**config.mk**
```make
export PLATFORM = sky130hd
export DESIGN_NAME = swrms_root
export DESIGN_NICKNAME = d
export VERILOG_FILES = /design/src/sv/swrms_pkg.sv /design/src/sv/swrms_root.sv
export SDC_FILE = /design/constraint.sdc
export NUM_CORES = 1
export LEC_CHECK = 0
export BUFFER_PORTS_ARGS = -buffer_cell sky130_fd_sc_hd__buf_2
export CORE_MARGIN = 3
export CORE_UTILIZATION = 55
export CTS_BUF_LIST = sky130_fd_sc_hd__clkbuf_16
export CTS_CLUSTER_DIAMETER = 40
export DETAILED_ROUTE_END_ITERATION = 6
export PLACE_DENSITY = 0.74
export RECOVER_POWER = 50
export SETUP_SLACK_MARGIN = 0.1
export SLEW_MARGIN = 25
export SYNTH_ARGS = -nofsm -noshare
export SYNTH_HDL_FRONTEND = slang
export SYNTH_SLANG_ARGS = --single-unit
```
**constraint.sdc**
```tcl
create_clock -name clk -period 6.84 [get_ports clk]
set_input_delay 1.71 -clock clk [delete_from_list [all_inputs] [get_ports clk]]
set_output_delay 1.71 -clock clk [all_outputs]
set_load 0.01 [all_outputs]
```
**src/sv/swrms_pkg.sv**
```systemverilog
// Shared types and constants of the sliding-window RMS meter.
package swrms_pkg;

  // Default sizing of the meter.
  localparam int MAX_WINDOW_DEF   = 4096;
  localparam int MAX_CHANNELS_DEF = 8;

  // Field widths.
  localparam int SAMPLE_BITS = 16;
  localparam int CH_W        = 3;
  localparam int RMS_W       = 15;
  localparam int SQ_W        = 2 * SAMPLE_BITS + 1;
  localparam int MAG_W       = SAMPLE_BITS + 1;
  localparam int WL_W        = 13;
  localparam int CC_W        = 4;
  localparam int CFG_DATA_W  = 13;
  localparam int CFG_IDX_W   = 2;

  localparam logic [RMS_W-1:0] RMS_MAX = {RMS_W{1'b1}};

  // Reset values of the configuration registers.
  localparam logic [WL_W-1:0] WINDOW_RESET  = WL_W'(512);
  localparam logic [CC_W-1:0] CHANNEL_RESET = CC_W'(1);

  // Configuration register indexes.
  typedef enum logic [CFG_IDX_W-1:0] {
    REG_WINDOW_LENGTH    = 2'd0,
    REG_CHANNEL_COUNT    = 2'd1,
    REG_COMBINE_CHANNELS = 2'd2,
    REG_COMBINE_OP       = 2'd3
  } cfg_reg_t;

  // Frame merge operations.
  localparam logic MERGE_MAX_OP = 1'b0;
  localparam logic MERGE_SUM_OP = 1'b1;

  typedef struct packed {
    logic signed [SAMPLE_BITS-1:0] sample;
    logic [CH_W-1:0]               channel;
    logic                          frame_end;
    logic                          cut;
  } in_word_t;

  typedef struct packed {
    logic [RMS_W-1:0] rms;
    logic [CH_W-1:0]  out_channel;
  } out_word_t;

endpackage

```
**src/sv/swrms_root.sv**
```systemverilog
// Iterative divide followed by an iterative integer square root, saturated.
module swrms_root #(
  parameter int NUM_W = 45,
  parameter int DEN_W = 16
) (
  input  logic                        clk,
  input  logic                        rst_n,
  input  logic                        start,
  input  logic [NUM_W-1:0]            num,
  input  logic [DEN_W-1:0]            den,
  output logic                        done,
  output logic [swrms_pkg::RMS_W-1:0] rms
);

  localparam int SQI_W  = NUM_W + (NUM_W % 2);
  localparam int ROOT_W = SQI_W / 2;
  localparam int CNT_W  = $clog2(NUM_W + 1);

  typedef enum logic [1:0] {ST_IDLE, ST_DIV, ST_SQRT} root_state_t;

  root_state_t        state_r;
  logic [CNT_W-1:0]   cnt_r;
  logic [NUM_W-1:0]   q_r;
  logic [DEN_W-1:0]   den_r;
  logic [DEN_W:0]     drem_r;
  logic [SQI_W-1:0]   x_r;
  logic [ROOT_W-1:0]  root_r;
  logic [ROOT_W+1:0]  srem_r;

  logic [DEN_W:0]     dtrial;
  logic               dfit;
  logic [ROOT_W+3:0]  strial_rem;
  logic [ROOT_W+3:0]  strial_sub;
  logic               sfit;

  // One quotient bit per cycle.
  assign dtrial = {drem_r[DEN_W-1:0], q_r[NUM_W-1]};
  assign dfit   = dtrial >= {1'b0, den_r};

  // One root bit per cycle.
  assign strial_rem = {srem_r, x_r[SQI_W-1 -: 2]};
  assign strial_sub = (ROOT_W+4)'({root_r, 2'b01});
  assign sfit       = strial_rem >= strial_sub;

  always_ff @(posedge clk) begin
    if (!rst_n) begin
      state_r <= ST_IDLE;
      done    <= 1'b0;
    end else begin
      done <= 1'b0;
      case (state_r)
        ST_IDLE: begin
          if (start) begin
            q_r     <= num;
            den_r   <= den;
            drem_r  <= '0;
            cnt_r   <= CNT_W'(NUM_W);
            state_r <= ST_DIV;
          end
        end
        ST_DIV: begin
          drem_r <= dfit ? (dtrial - {1'b0, den_r}) : dtrial;
          q_r    <= {q_r[NUM_W-2:0], dfit};
          if (cnt_r == CNT_W'(1)) begin
            cnt_r   <= CNT_W'(ROOT_W);
            state_r <= ST_SQRT;
          end else begin
            cnt_r <= cnt_r - CNT_W'(1);
          end
          if (cnt_r == CNT_W'(1)) begin
            x_r    <= SQI_W'({q_r[NUM_W-2:0], dfit});
            root_r <= '0;
            srem_r <= '0;
          end
        end
        ST_SQRT: begin
          srem_r <= (ROOT_W+2)'(sfit ? (strial_rem - strial_sub) : strial_rem);
          root_r <= {root_r[ROOT_W-2:0], sfit};
          x_r    <= {x_r[SQI_W-3:0], 2'b00};
          if (cnt_r == CNT_W'(1)) begin
            state_r <= ST_IDLE;
            done    <= 1'b1;
            if ({root_r[ROOT_W-2:0], sfit} > ROOT_W'(swrms_pkg::RMS_MAX)) begin
              rms <= swrms_pkg::RMS_MAX;
            end else begin
              rms <= swrms_pkg::RMS_W'({root_r[ROOT_W-2:0], sfit});
            end
          end else begin
            cnt_r <= cnt_r - CNT_W'(1);
          end
        end
        default: state_r <= ST_IDLE;
      endcase
    end
  end

endmodule

```
==> impl.org <==
** Status
- The run finished, with violations left.
- The checks that failed: max-capacitance violations, max-slew violations.

** Setup path
- The worst register-to-register path ends at drem_r[14].
- The signal on the critical path passes through inv_1, ha_2, clkbuf_1, inv_1, or4_1, o221ai_1.
- Largest stage delay on the critical path :: 1570 ps
- In this design, the critical path's most frequently occurring cell is inv_1.
- For the worst setup path, the data required time is 7100 ps.
- The worst setup path is launched from a flip-flop.
- Tracing the worst setup path back leads to its startpoint at state_r[1].
- Along the worst path, the maximum fanout reaches 39.
- Critical path capture point type :: flip-flop
- Type of the setup path with the least slack :: flip-flop to flip-flop
- Source of the worst register-to-register timing path :: state_r[1]
- Crit path to :: drem_r[14]
- On the critical path, the stage with the largest delay is an instance of clkbuf_1.
- FF-to-FF setup slack :: 2320 ps
- Measured in cells, the most critical reg-to-reg path has a length of 6.
- Data arrival time of the critical path :: 4770 ps

** STA
- Maximum clock skew at final layout :: 12.69 ps
- Once routing completed, OpenROAD measured the worst setup slack at 2323 ps.
- Summed over all failing endpoints, the final setup total negative slack is 0 ps.
- Max transition margin :: -53.31%
- Fin crit share :: 66.04%
- Subtracting the final worst setup slack from the clock period gives 4517 ps.
- Setup repair after global routing left no endpoint under its margin.
- The number of max-slew violations in the final report was 125.
- Timing would allow up to 0.2214 GHz.
- Worst Max-Slew Pin Slew :: 2291 ps
- Setup violations remaining at the end of the flow were counted as 0.
- The count of final hold-check violations was 0.

** GRT
- For this run the aggregate overflow at the end of global routing stands at 0.
- Maximum number of pins on one net before global-route repair :: 76
- Global-route wire length before repair :: 32,860 um
- The initial antenna violation count is 0.
- Global routing consumed, over all layers together, 20.00% of the routing resources.
- Number of global-route vias before repair :: 6,721

** Power
- IR analysis of the VDD net gives a maximum drop of 0.1733 mV.
- For this design the static power due to leakage is 4.252 nW.
- Power per unit of standard cell area :: 222.6 nW/um2

** Synth
- Number of register bits inferred by synthesis :: 195
- Number of nets produced by synthesis :: 957
- Synthesized area divided by synthesized cell count :: 12.33 um2
- The number of different library cells used by synthesis comes to 81.
- Fraction of synthesis flops using an asynchronous set or reset pin :: 0%
- Cell count after synthesis :: 845
- Sequential cells were found to cover 55.91% of the synthesized design area.
- Post-synth top flop :: edfxtp_1
- During synthesis, Yosys emitted a total of 0 warnings.
- The mapped netlist covers 10,420 um2.
- Number of enable-type register cells in the synthesized netlist :: 192

** Layout
- Fraction of final layout cells sized beyond drive strength 1 :: 23.49%
- The area growth from synthesis to layout is 10.58%.
- The filler cells instantiated in the layout total 1,436.
- After the last flow step, the layout net total stands at 1,028.
- Most common cell after layout, fill and taps aside :: edfxtp_1
- Summing all multi-input logic gate instances after layout gives 4175 um2.
- In the final layout, flip-flops and latches occupy 5826 um2.
- Commonest cells after routing, fill and taps aside :: edfxtp_1, mux2_2, buf_2
- Final instance area :: 11,520 um2
- The repair_antennas step left the layout with diodes totalling 0.

** Route
- Before antenna repair, the detailed router went through 5 iterations.
- After detailed routing, the average wire length per cell comes to 17.34 um.
- DRT Wirelength :: 20,060 um
- The first routing iteration left 399 violations.
- Summing over every cut layer, the via total after detailed routing is 6,842.
- After detailed routing, the number of vias per cell comes to 5.914.
- Number of routed nets with antenna violations :: 0
- For this run, design rule violations remaining after detail routing come to 0.

** Die
- Core area :: 18,270 um2
- Total number of placement rows :: 49
- The floorplan step set the die height to 143.6 um.
- DIE AREA :: 20,630 um2
- Number of primary I/O pins :: 80
- Die extent in x :: 143.6 um
- Initial core utilization :: 57.03%

** Place
- Final estimated routing congestion in global placement :: 0.8468
- OpenSTA, run right after detailed placement, puts the worst setup slack at 3059 ps.
- Dpl hpwl :: 13,470 um
- Placed cell areas :: 11,010 um2
- Number of port buffers :: 79

** CTS
- Hold repair after CTS inserted 0 buffers.
- Root Buffer Master :: clkbuf_16
- Total clock buffers created by CTS :: 17
- Clock-pin slew on the worst setup and hold paths :: 70 ps
- In this run the post-CTS setup repair buffer count came out at 0.
- Counting along the longest clock path gives a buffer depth of 2.
- The tree built by TritonCTS fans out to 195 sinks.
- Number of levels in the clock H-tree :: 4
- TritonCTS built the clock tree.
- Quantity of gates resized following cts :: 0
- The later pin in the worst-skew pair is clocked with a latency of 440 ps.

** Flow run
- Max-cap violations in this run came to 4.

** Min path
- The worst hold path belongs to the class flip-flop to flip-flop.
## stage by stage
stage                     power [mW]  util, %  hold WS [ps]  cells
after global routing           2.652    63.06         553.7   1157
after detailed placement       1.631    60.25         519.9   1126
final                          2.565    63.06         530.6   1157
after global placement         1.624    60.25         507.7   1126
after floorplan                1.567        -         502.6    845
after CTS                      2.579    63.33         537.3   1157
## layer usage
metal	share of wire (%)	global-route usage, %
met1	46	27.51
met3	3.3	3.195
met5	0	0
met2	49	32.81
met4	1.5	6.492
## sequential cells by signal, indices dropped and copies added, names as in the netlist
register,count
rms,15
done,1
srem_r,25
cnt_r,6
root_r,23
state_r,2
x_r,46
drem_r,16
q_r,45
den_r,16
## worst max-delay path, delay by kind of cell (launching register included)
family,cells,cell delay [ps]
simple gates,1,730
flops,1,360
compound gates,1,210
fa+ha+maj,1,500
buf+inv,3,2530
## kinds of logic after synthesis
logic type,Yosys count,share of synthesized area (%)
DFF,195,55.91
AOI/OAI and AO/OA,194,12.24
and+or+nand+nor,184,8.923
buffers and inverters,96,4.143
muxes,95,10.17
adders and majority gates,48,5.836
xor gates and xnor gates,33,2.774
## cells in the mapped netlist, types with 9 or more instances
library cell	count	area (um2)
nand3_1	41	205.2
buf_2	9	45.04
nand2_1	31	116.4
inv_1	58	217.7
nor2_1	47	176.4
a21oi_1	59	295.3
nor3_1	12	60.06
mux2_2	87	979.7
edfxtp_1	192	5766
o21ai_0	38	190.2
o21ai_1	11	55.05
xnor2_1	16	140.1
a21o_1	9	67.56
xor2_1	17	148.9
a211oi_1	10	75.07
ha_1	47	588.1
clkbuf_1	15	56.30
## how the worst min path moves through the flow
stage                        from      end  slack, ps  cells after the start
final                     x_r[43]  x_r[45]        530                      1
after global placement    x_r[43]  x_r[45]        510                      1
after CTS                 x_r[43]  x_r[45]        540                      1
after detailed placement  x_r[43]  x_r[45]        520                      1
after floorplan           x_r[43]  x_r[45]        500                      1
after global routing      x_r[43]  x_r[45]        550                      1
## area by class of cell
| type | count | area share (%) |
|---|---|---|
| tap | 229 | 2.487 |
| multi-input combinational | 554 | 36.24 |
| inverter | 58 | 1.890 |
| timing repair buffer | 90 | 3.931 |
| clock buffer | 17 | 3.692 |
| clock inverter | 14 | 1.195 |
| sequential | 195 | 50.56 |
## report_power, final
part	switching [mW]	total [mW]	internal (mW)
Combinational	0.123	0.234	0.111
Clock	0.452	0.958	0.506
Sequential	0.0177	1.37	1.36
Power figures use the tool's default switching activity.
