**config.mk**
```make
export PLATFORM = sky130hd
export DESIGN_NAME = swrms_ram
export DESIGN_NICKNAME = d
export VERILOG_FILES = /design/src/sv/swrms_ram.sv
export SDC_FILE = /design/constraint.sdc
export NUM_CORES = 1
export LEC_CHECK = 0
export ABC_AREA = 1
export BUFFER_PORTS_ARGS = -buffer_cell sky130_fd_sc_hd__buf_2
export CORE_MARGIN = 2
export CORE_UTILIZATION = 51
export DETAILED_ROUTE_END_ITERATION = 10
export GPL_TIMING_DRIVEN = 0
export PLACE_DENSITY = 0.69
export SLEW_MARGIN = 10
export SYNTH_ARGS = -nofsm -noshare
export SYNTH_HDL_FRONTEND = slang
export SYNTH_SLANG_ARGS = --single-unit
```
**constraint.sdc**
```tcl
create_clock -name clk -period 2 [get_ports clk]
set_input_delay 0.1 -clock clk [delete_from_list [all_inputs] [get_ports clk]]
set_output_delay 0.1 -clock clk [all_outputs]
set_load 0.05 [all_outputs]
```
**src/sv/swrms_ram.sv**
```systemverilog
// Generic single-port RAM with a registered read.
module swrms_ram #(
  parameter int WIDTH = 8,
  parameter int DEPTH = 16
) (
  input  logic                     clk,
  input  logic                     we,
  input  logic [$clog2(DEPTH)-1:0] addr,
  input  logic [WIDTH-1:0]         wdata,
  output logic [WIDTH-1:0]         rdata
);

  logic [WIDTH-1:0] mem [DEPTH];

  always_ff @(posedge clk) begin
    if (we) begin
      mem[addr] <= wdata;
    end
    rdata <= mem[addr];
  end

endmodule

```
==> impl_metrics.env, run 1 <==
export IMPL_cp_required_ns=2.16
export IMPL_p_leak_nw=2.78
export IMPL_synthAdderAreaFrac_pct=0
export IMPL_cp_top_family="simple AND/OR/NAND/NOR gates"
export IMPL_synth_mux_area_share_pct=0
export IMPL_numPortBuffers=20
export IMPL_endpoint_kind="flip-flop"
export IMPL_ant_nets=0
export IMPL_yosysWarnings=0
export IMPL_synth_top_family_by_area="simple AND/OR/NAND/NOR gates"
export IMPL_post_cts_resized=0
export IMPL_powerDensity_mw_per_mm2=1040
export IMPL_io_pins=22
export IMPL_whs_path_depth=1
export IMPL_status="complete, no violations"
export IMPL_syn_num_nets=562
export IMPL_nets=603
export IMPL_die_y_um=109
export IMPL_synth_simple_gate_area_share_pct=24.8
export IMPL_synth_cell_area_mm2=0.00559
export IMPL_setup_violations_final=0
export IMPL_critPathSlowestCell="nor2_1"
export IMPL_clk_path_buf_depth=2
export IMPL_holdPathEnd="mem[6][1]$_DFFE_PP_"
export IMPL_drt_iter0_drc=273
export IMPL_syn_to_final_growth_pct=15.8
export IMPL_ff2ff_path_depth=8
export IMPL_synthArstFlopShare_pct=0
export IMPL_critPathMaxStageDelay_ns=0.64
export IMPL_tightest_slew_ns=0.808
export IMPL_slew_viol_final=0
export IMPL_postCtsSetupBuffers=0
export IMPL_overflow=0
export IMPL_hp_start="wdata[1]"
export IMPL_grt_util_all_layers_pct=22.8
export IMPL_routed_wl_um=12400
export IMPL_r2r_start="mem[15][0]$_DFFE_PP_"
export IMPL_antenna_cells=0
export IMPL_min_path_type="input port to flip-flop"
export IMPL_clock_fmax_mhz=653
export IMPL_grt_pass1_wl_um=19000
export IMPL_drt_pass1_iterations=5
export IMPL_netlist_instances=548
export IMPL_antenna_found_initial=0
export IMPL_path_buf_inv=2
export IMPL_synth_top_cell_by_area="edfxtp_1"
export IMPL_die_area_mm2=0.0118
export IMPL_synth_seq_cells=136
export IMPL_synth_top_area_share_pct=68.7
export IMPL_yosysMostFrequentCell="nand2_1"
export IMPL_maxCapViolCount=0
export IMPL_cp_max_fo=10
export IMPL_wl_per_cell_um=16.7
export IMPL_fin_crit_sh_pct=76.6
export IMPL_core_mm2=0.0108
export IMPL_cts_sinks=136
export IMPL_fin_ws_ns=0.468
export IMPL_drc=0
export IMPL_synth_edf_count=128
export IMPL_vdd_drop_max_uv=541
export IMPL_critical_path_class="input port to flip-flop"
export IMPL_path_depth=4
export IMPL_rr_endpoint="rdata[0]$_DFF_P_"
export IMPL_tns_ns=0
export IMPL_cts_tree="yes"
export IMPL_vias_per_cell=5.06
export IMPL_syn_area_per_cell_um2=10.2
export IMPL_start_kind="input port"
export IMPL_path_cells="buf_2 > clkbuf_1 > nand3_1 > nor2_1"
export IMPL_dieWidth_um=109
export IMPL_cts_buffers=17
export IMPL_crit_arrival_ns=1.69
export IMPL_clk_latency_ns=0.53
export IMPL_clkTransAtPathRegs_ns=0.06
export IMPL_ys_top_cells_by_area="edfxtp_1, nand2_1, dfxtp_1"
export IMPL_first_global_vias=3609
export IMPL_rsz0062_at_grt="false"
export IMPL_place_ws_ns=-0.0769
export IMPL_initial_core_util_pct=51.8
export IMPL_finalCriticalPeriod_ns=1.53
export IMPL_synth_xor_area_share_pct=0
export IMPL_ys_top_cells_by_count="nand2_1, edfxtp_1, inv_1, nor2_1, buf_2"
export IMPL_layout_drive_gt1_share_pct=11.8
export IMPL_reg2reg_slack_ns=0.98
export IMPL_synthFlopType="edfxtp_1"
export IMPL_std_cell_rows=38
export IMPL_synth_distinct_cells=11
export IMPL_yosysSeqAreaShare_pct=71.6
export IMPL_slew_headroom_pct=46.0
export IMPL_synth_compound_area_share_pct=0
export IMPL_via_count=3758
export IMPL_grt_max_degree=17
export IMPL_hpwlAfterDp_um=8020
export IMPL_finalClockSkew_ns=0.00438
export IMPL_cts_max_level=4
export IMPL_hold_viol=0
export IMPL_cts_root_buf="clkbuf_8"
export IMPL_gp_congestion=0.937
-- worst max-delay path by stage --
stage               startpoint                   end  slack, ns
CTS                    addr[1]  mem[11][1]$_DFFE_PP_       0.47
finish                 addr[1]  mem[11][1]$_DFFE_PP_       0.47
global placement       addr[1]   mem[5][3]$_DFFE_PP_       0.01
floorplan              addr[1]   mem[3][0]$_DFFE_PP_       0.52
global route           addr[1]   mem[3][0]$_DFFE_PP_       0.37
detailed placement     addr[1]  mem[11][4]$_DFFE_PP_      -0.08
-- worst reg2reg max path: cells and delay by family (launching register included) --
kind | cells | cell delay, ns
buffers and inverters | 1 | 0.06
DFF | 1 | 0.35
and+or+nand+nor | 7 | 0.50
-- what timing repair did --
action,4_1_cts,5_1_grt
hold endpoints to repair,18,0
hold buffers,2,0
endpoints found under the setup margin,0,0
-- per-layer routing --
| metal | GRT usage [%] | share of wire, % |
|---|---|---|
| met5 | 0 | 0 |
| met3 | 6.10 | 6.8 |
| met1 | 29.2 | 42 |
| met4 | 10.1 | 2.6 |
| met2 | 36.9 | 48 |
-- cell usage in the layout (no fill, tap or decap) --
cell type        n
dlygate4sd3_1    2
buf_4            6
inv_6            2
inv_2            1
nand2_1        346
clkbuf_16       16
bufinv_16        3
nand3_1          4
clkbuf_8         1
clkinv_4         1
nor2_1          18
edfxtp_1       128
clkinvlp_4       6
dfxtp_1          8
clkinv_2         3
inv_1           21
clkbuf_1         3
clkinv_1         1
buf_2           32
-- power breakdown --
part	internal [mW]	total (mW)	switching, mW
registers	3.19	3.20	0.0164
logic	0.112	0.459	0.347
clock network	1.90	3.07	1.17
-- cell type report --
cell class / count / area [µm²]
Fill cell: 877 / 4310
Sequential cell: 136 / 4000
Multi-Input combinational cell: 368 / 1390
Clock buffer: 17 / 414
Clock inverter: 15 / 176
Tap cell: 140 / 175
Timing Repair Buffer: 22 / 120
Buffer: 21 / 116
Inverter: 23 / 86.3
-- per-stage QoR --
stage / power, mW / util [%] / hold slack (ns) / instance area (µm²) / instances
after global routing: 6.95 / 60.0 / 0.000427 / 6480 / 742
after CTS: 6.76 / 60.0 / 0.00328 / 6480 / 742
after floorplan: 3.55 / - / 0.199 / 5590 / 548
after detailed placement: 3.72 / 54.4 / 0.540 / 5870 / 708
after global placement: 3.71 / 54.4 / 0.532 / 5870 / 708
final: 6.73 / 60.0 / 0.00934 / 6480 / 742
-- state kept, by name, summed over array words and instances (netlist names) --
| name | cells |
|---|---|
| mem | 128 |
| rdata | 8 |
-- cells by family (layout without fill, tap and decap cells) --
family | Yosys count | after routing
buffers and inverters | 44 | 98
DFF | 136 | 136
and+or+nand+nor | 368 | 368
Power figures use the tool's default switching activity.
==> run 2, diff against run 1 <==
ABC_AREA = 0   (was 1)
clock period = 1.5 ns   (was 2 ns; I/O delays follow)
==> run 2 against run 1 <==
Net effect:
- register-to-register slack worse by 0.86 ns
- sequential power is 33% higher
- first-iteration DRC count is 18% lower
- critical path depth shrank 1
- combinational power up 9.2%
- synthesized area shrank 9.4%
- total power rose by 31%
- non-clock buffer count is 5 lower
- largest power group unchanged
==> impl_metrics.env, run 2 <==
export IMPL_status="complete, no violations"
export IMPL_synthFlopType="edfxtp_1"
export IMPL_cp_required_ns=1.63
export IMPL_regMostFlops="mem"
export IMPL_endpoint_kind="flip-flop"
export IMPL_cp_top_family="simple AND/OR/NAND/NOR gates"
export IMPL_clkTransAtPathRegs_ns=0.05
export IMPL_synth_top_area_share_pct=75.9
export IMPL_die_area_mm2=0.0107
export IMPL_synth_distinct_cells=18
export IMPL_io_pins=22
export IMPL_synth_seq_cells=136
export IMPL_drc=0
export IMPL_nets=290
export IMPL_setup_violations_final=0
export IMPL_vdd_drop_max_uv=653
export IMPL_maxCapViolCount=0
export IMPL_critPathSlowestCell="nor3_1"
export IMPL_wl_per_cell_um=22.6
export IMPL_critPathMaxStageDelay_ns=0.99
export IMPL_dp_cells=382
export IMPL_cts_tree="yes"
export IMPL_wl_met3_um=843
export IMPL_clk_latency_ns=0.51
export IMPL_hold_viol=0
export IMPL_met2_length_um=4650
export IMPL_syn_to_final_growth_pct=19.1
export IMPL_yosysSeqAreaShare_pct=79.0
export IMPL_clock_fmax_mhz=714
export IMPL_final_cell_mix="edfxtp_1, mux4_2, buf_2, a22oi_1, clkbuf_16"
export IMPL_fin_cells=422
export IMPL_cts_root_buf="clkbuf_8"
export IMPL_antenna_cells=0
export IMPL_yosysWarnings=0
export IMPL_std_cell_rows=36
export IMPL_powerDensity_mw_per_mm2=1460
export IMPL_gp_congestion=0.807
export IMPL_postCtsSetupBuffers=0
export IMPL_layout_drive_gt1_share_pct=33.6
export IMPL_met1Wirelength_um=3770
export IMPL_final_common_cell="edfxtp_1"
export IMPL_dieWidth_um=104
export IMPL_core_mm2=0.00973
export IMPL_fill_cells=680
export IMPL_cp_max_fo=10
export IMPL_tightest_slew_ns=1.17
export IMPL_internal_power_mw=7.07
export IMPL_seqPwrFrac_pct=48.5
export IMPL_clkPwrFrac_pct=45.8
export IMPL_pwr_share_comb_pct=5.7
export IMPL_grt_pass1_wl_um=14500
export IMPL_final_cell_area_mm2=0.00603
export IMPL_synthArstFlopShare_pct=0
export IMPL_min_path_type="input port to flip-flop"
export IMPL_start_kind="input port"
export IMPL_first_global_vias=2433
export IMPL_slew_viol_final=0
export IMPL_grt_max_degree=17
export IMPL_overflow=0
export IMPL_drt_pass1_iterations=5
export IMPL_netlist_instances=230
export IMPL_rsz0062_at_grt="true"
export IMPL_synth_edf_count=128
export IMPL_path_buf_inv=2
export IMPL_routed_wl_um=9530
export IMPL_largest_reg_flops=128
export IMPL_power_mw=8.82
export IMPL_ant_nets=0
export IMPL_switching_share_pct=19.8
export IMPL_place_ws_ns=-0.609
export IMPL_p_sw_mw=1.74
export IMPL_slew_headroom_pct=21.3
export IMPL_via_count=2408
export IMPL_finalCriticalPeriod_ns=1.40
export IMPL_tns_ns=0
export IMPL_ys_top_cells_by_count="edfxtp_1, mux4_2, a22oi_1, nor2_1, nand2_1"
export IMPL_ys_top_cells_by_area="edfxtp_1, mux4_2, dfxtp_1"
export IMPL_routed_top_layer="met4"
export IMPL_hpwlAfterDp_um=5830
export IMPL_cts_sinks=136
export IMPL_drt_iter0_drc=223
export IMPL_fin_crit_sh_pct=93.3
export IMPL_crit_arrival_ns=1.53
export IMPL_fin_util_pct=62.0
export IMPL_fin_ws_ns=0.100
export IMPL_holdWs_ns=0.162
export IMPL_critical_path_class="input port to flip-flop"
export IMPL_syn_area_per_cell_um2=22.0
export IMPL_syn_num_nets=244
export IMPL_initial_core_util_pct=52.1
export IMPL_cts_max_level=4
export IMPL_yosysMostFrequentCell="edfxtp_1"
export IMPL_die_y_um=104
export IMPL_p_leak_nw=1.97
export IMPL_postPlaceCellArea_mm2=0.00533
export IMPL_numPortBuffers=19
export IMPL_cts_buffers=17
export IMPL_path_cells="buf_2 > clkbuf_2 > nor3_1"
export IMPL_synth_cell_area_mm2=0.00507
export IMPL_finalClockSkew_ns=0.00892
export IMPL_grt_util_all_layers_pct=19.3
export IMPL_clk_path_buf_depth=2
export IMPL_vias_per_cell=5.71
export IMPL_synth_top_cell_by_area="edfxtp_1"
export IMPL_reg_top3="mem: 128 flops, rdata: 8 flops"
export IMPL_antenna_found_initial=0
==> run 2: tightest hold or removal path, cell delays in order <==
cell and delay [ns]:
buf_6 0.16, mux4_2 0.26, a22oi_1 0.08, nand2_1 0.06
==> run 2: cells by family after synthesis <==
family	synth area share, %
buffers and inverters	1.19
AO/OA/AOI/OAI	2.37
AND/OR/NAND/NOR	3.21
flip-flops	79.0
multiplexers	14.2
==> run 2: worst paths after layout <==
kind | cells past startpoint | to | startpoint | slack, ns
hold reg to reg | 3 | rdata[1]$_DFF_P_ | mem[6][1]$_DFFE_PP_ | 0.69
setup reg to reg | 3 | rdata[2]$_DFF_P_ | mem[3][2]$_DFFE_PP_ | 0.12
setup / recovery | 3 | mem[12][1]$_DFFE_PP_ | addr[1] | 0.10
hold / removal | 4 | rdata[1]$_DFF_P_ | addr[0] | 0.16
==> run 2: final cells by class <==
class	count	area [µm²]	area share, %
Tap cell	133	166	2.76
Clock buffer	23	467	7.74
Multi-Input combinational cell	83	1040	17.2
Timing Repair Buffer	27	175	2.90
Clock inverter	9	121	2.01
Buffer	11	61.3	1.02
Sequential cell	136	4000	66.4
==> run 2: power groups by stage <==
stage                     Clock [mW]  Combinational (mW)  Sequential [mW]
after CTS                       4.08               0.501             4.28
final                           4.04               0.501             4.27
after global routing            4.27               0.535             4.28
after global placement             0               0.472             4.34
after floorplan                    0               0.220             4.44
after detailed placement           0               0.479             4.35
==> run 2: metal layers <==
| layer | track usage [%] | vias up |
|---|---|---|
| met5 | 0 | - |
| met3 | 5.85 | 19 |
| met2 | 29.8 | 121 |
| li1 | - | 1056 |
| met4 | 8.98 | 0 |
| met1 | 25.6 | 1212 |
==> run 2: repair_timing <==
| item | 4_1_cts | 5_1_grt |
|---|---|---|
| setup endpoints to repair | 66 | 80 |
| hold endpoints to repair | 128 | 0 |
| hold buffers | 8 | 0 |
| gates resized for setup | 3 | 7 |
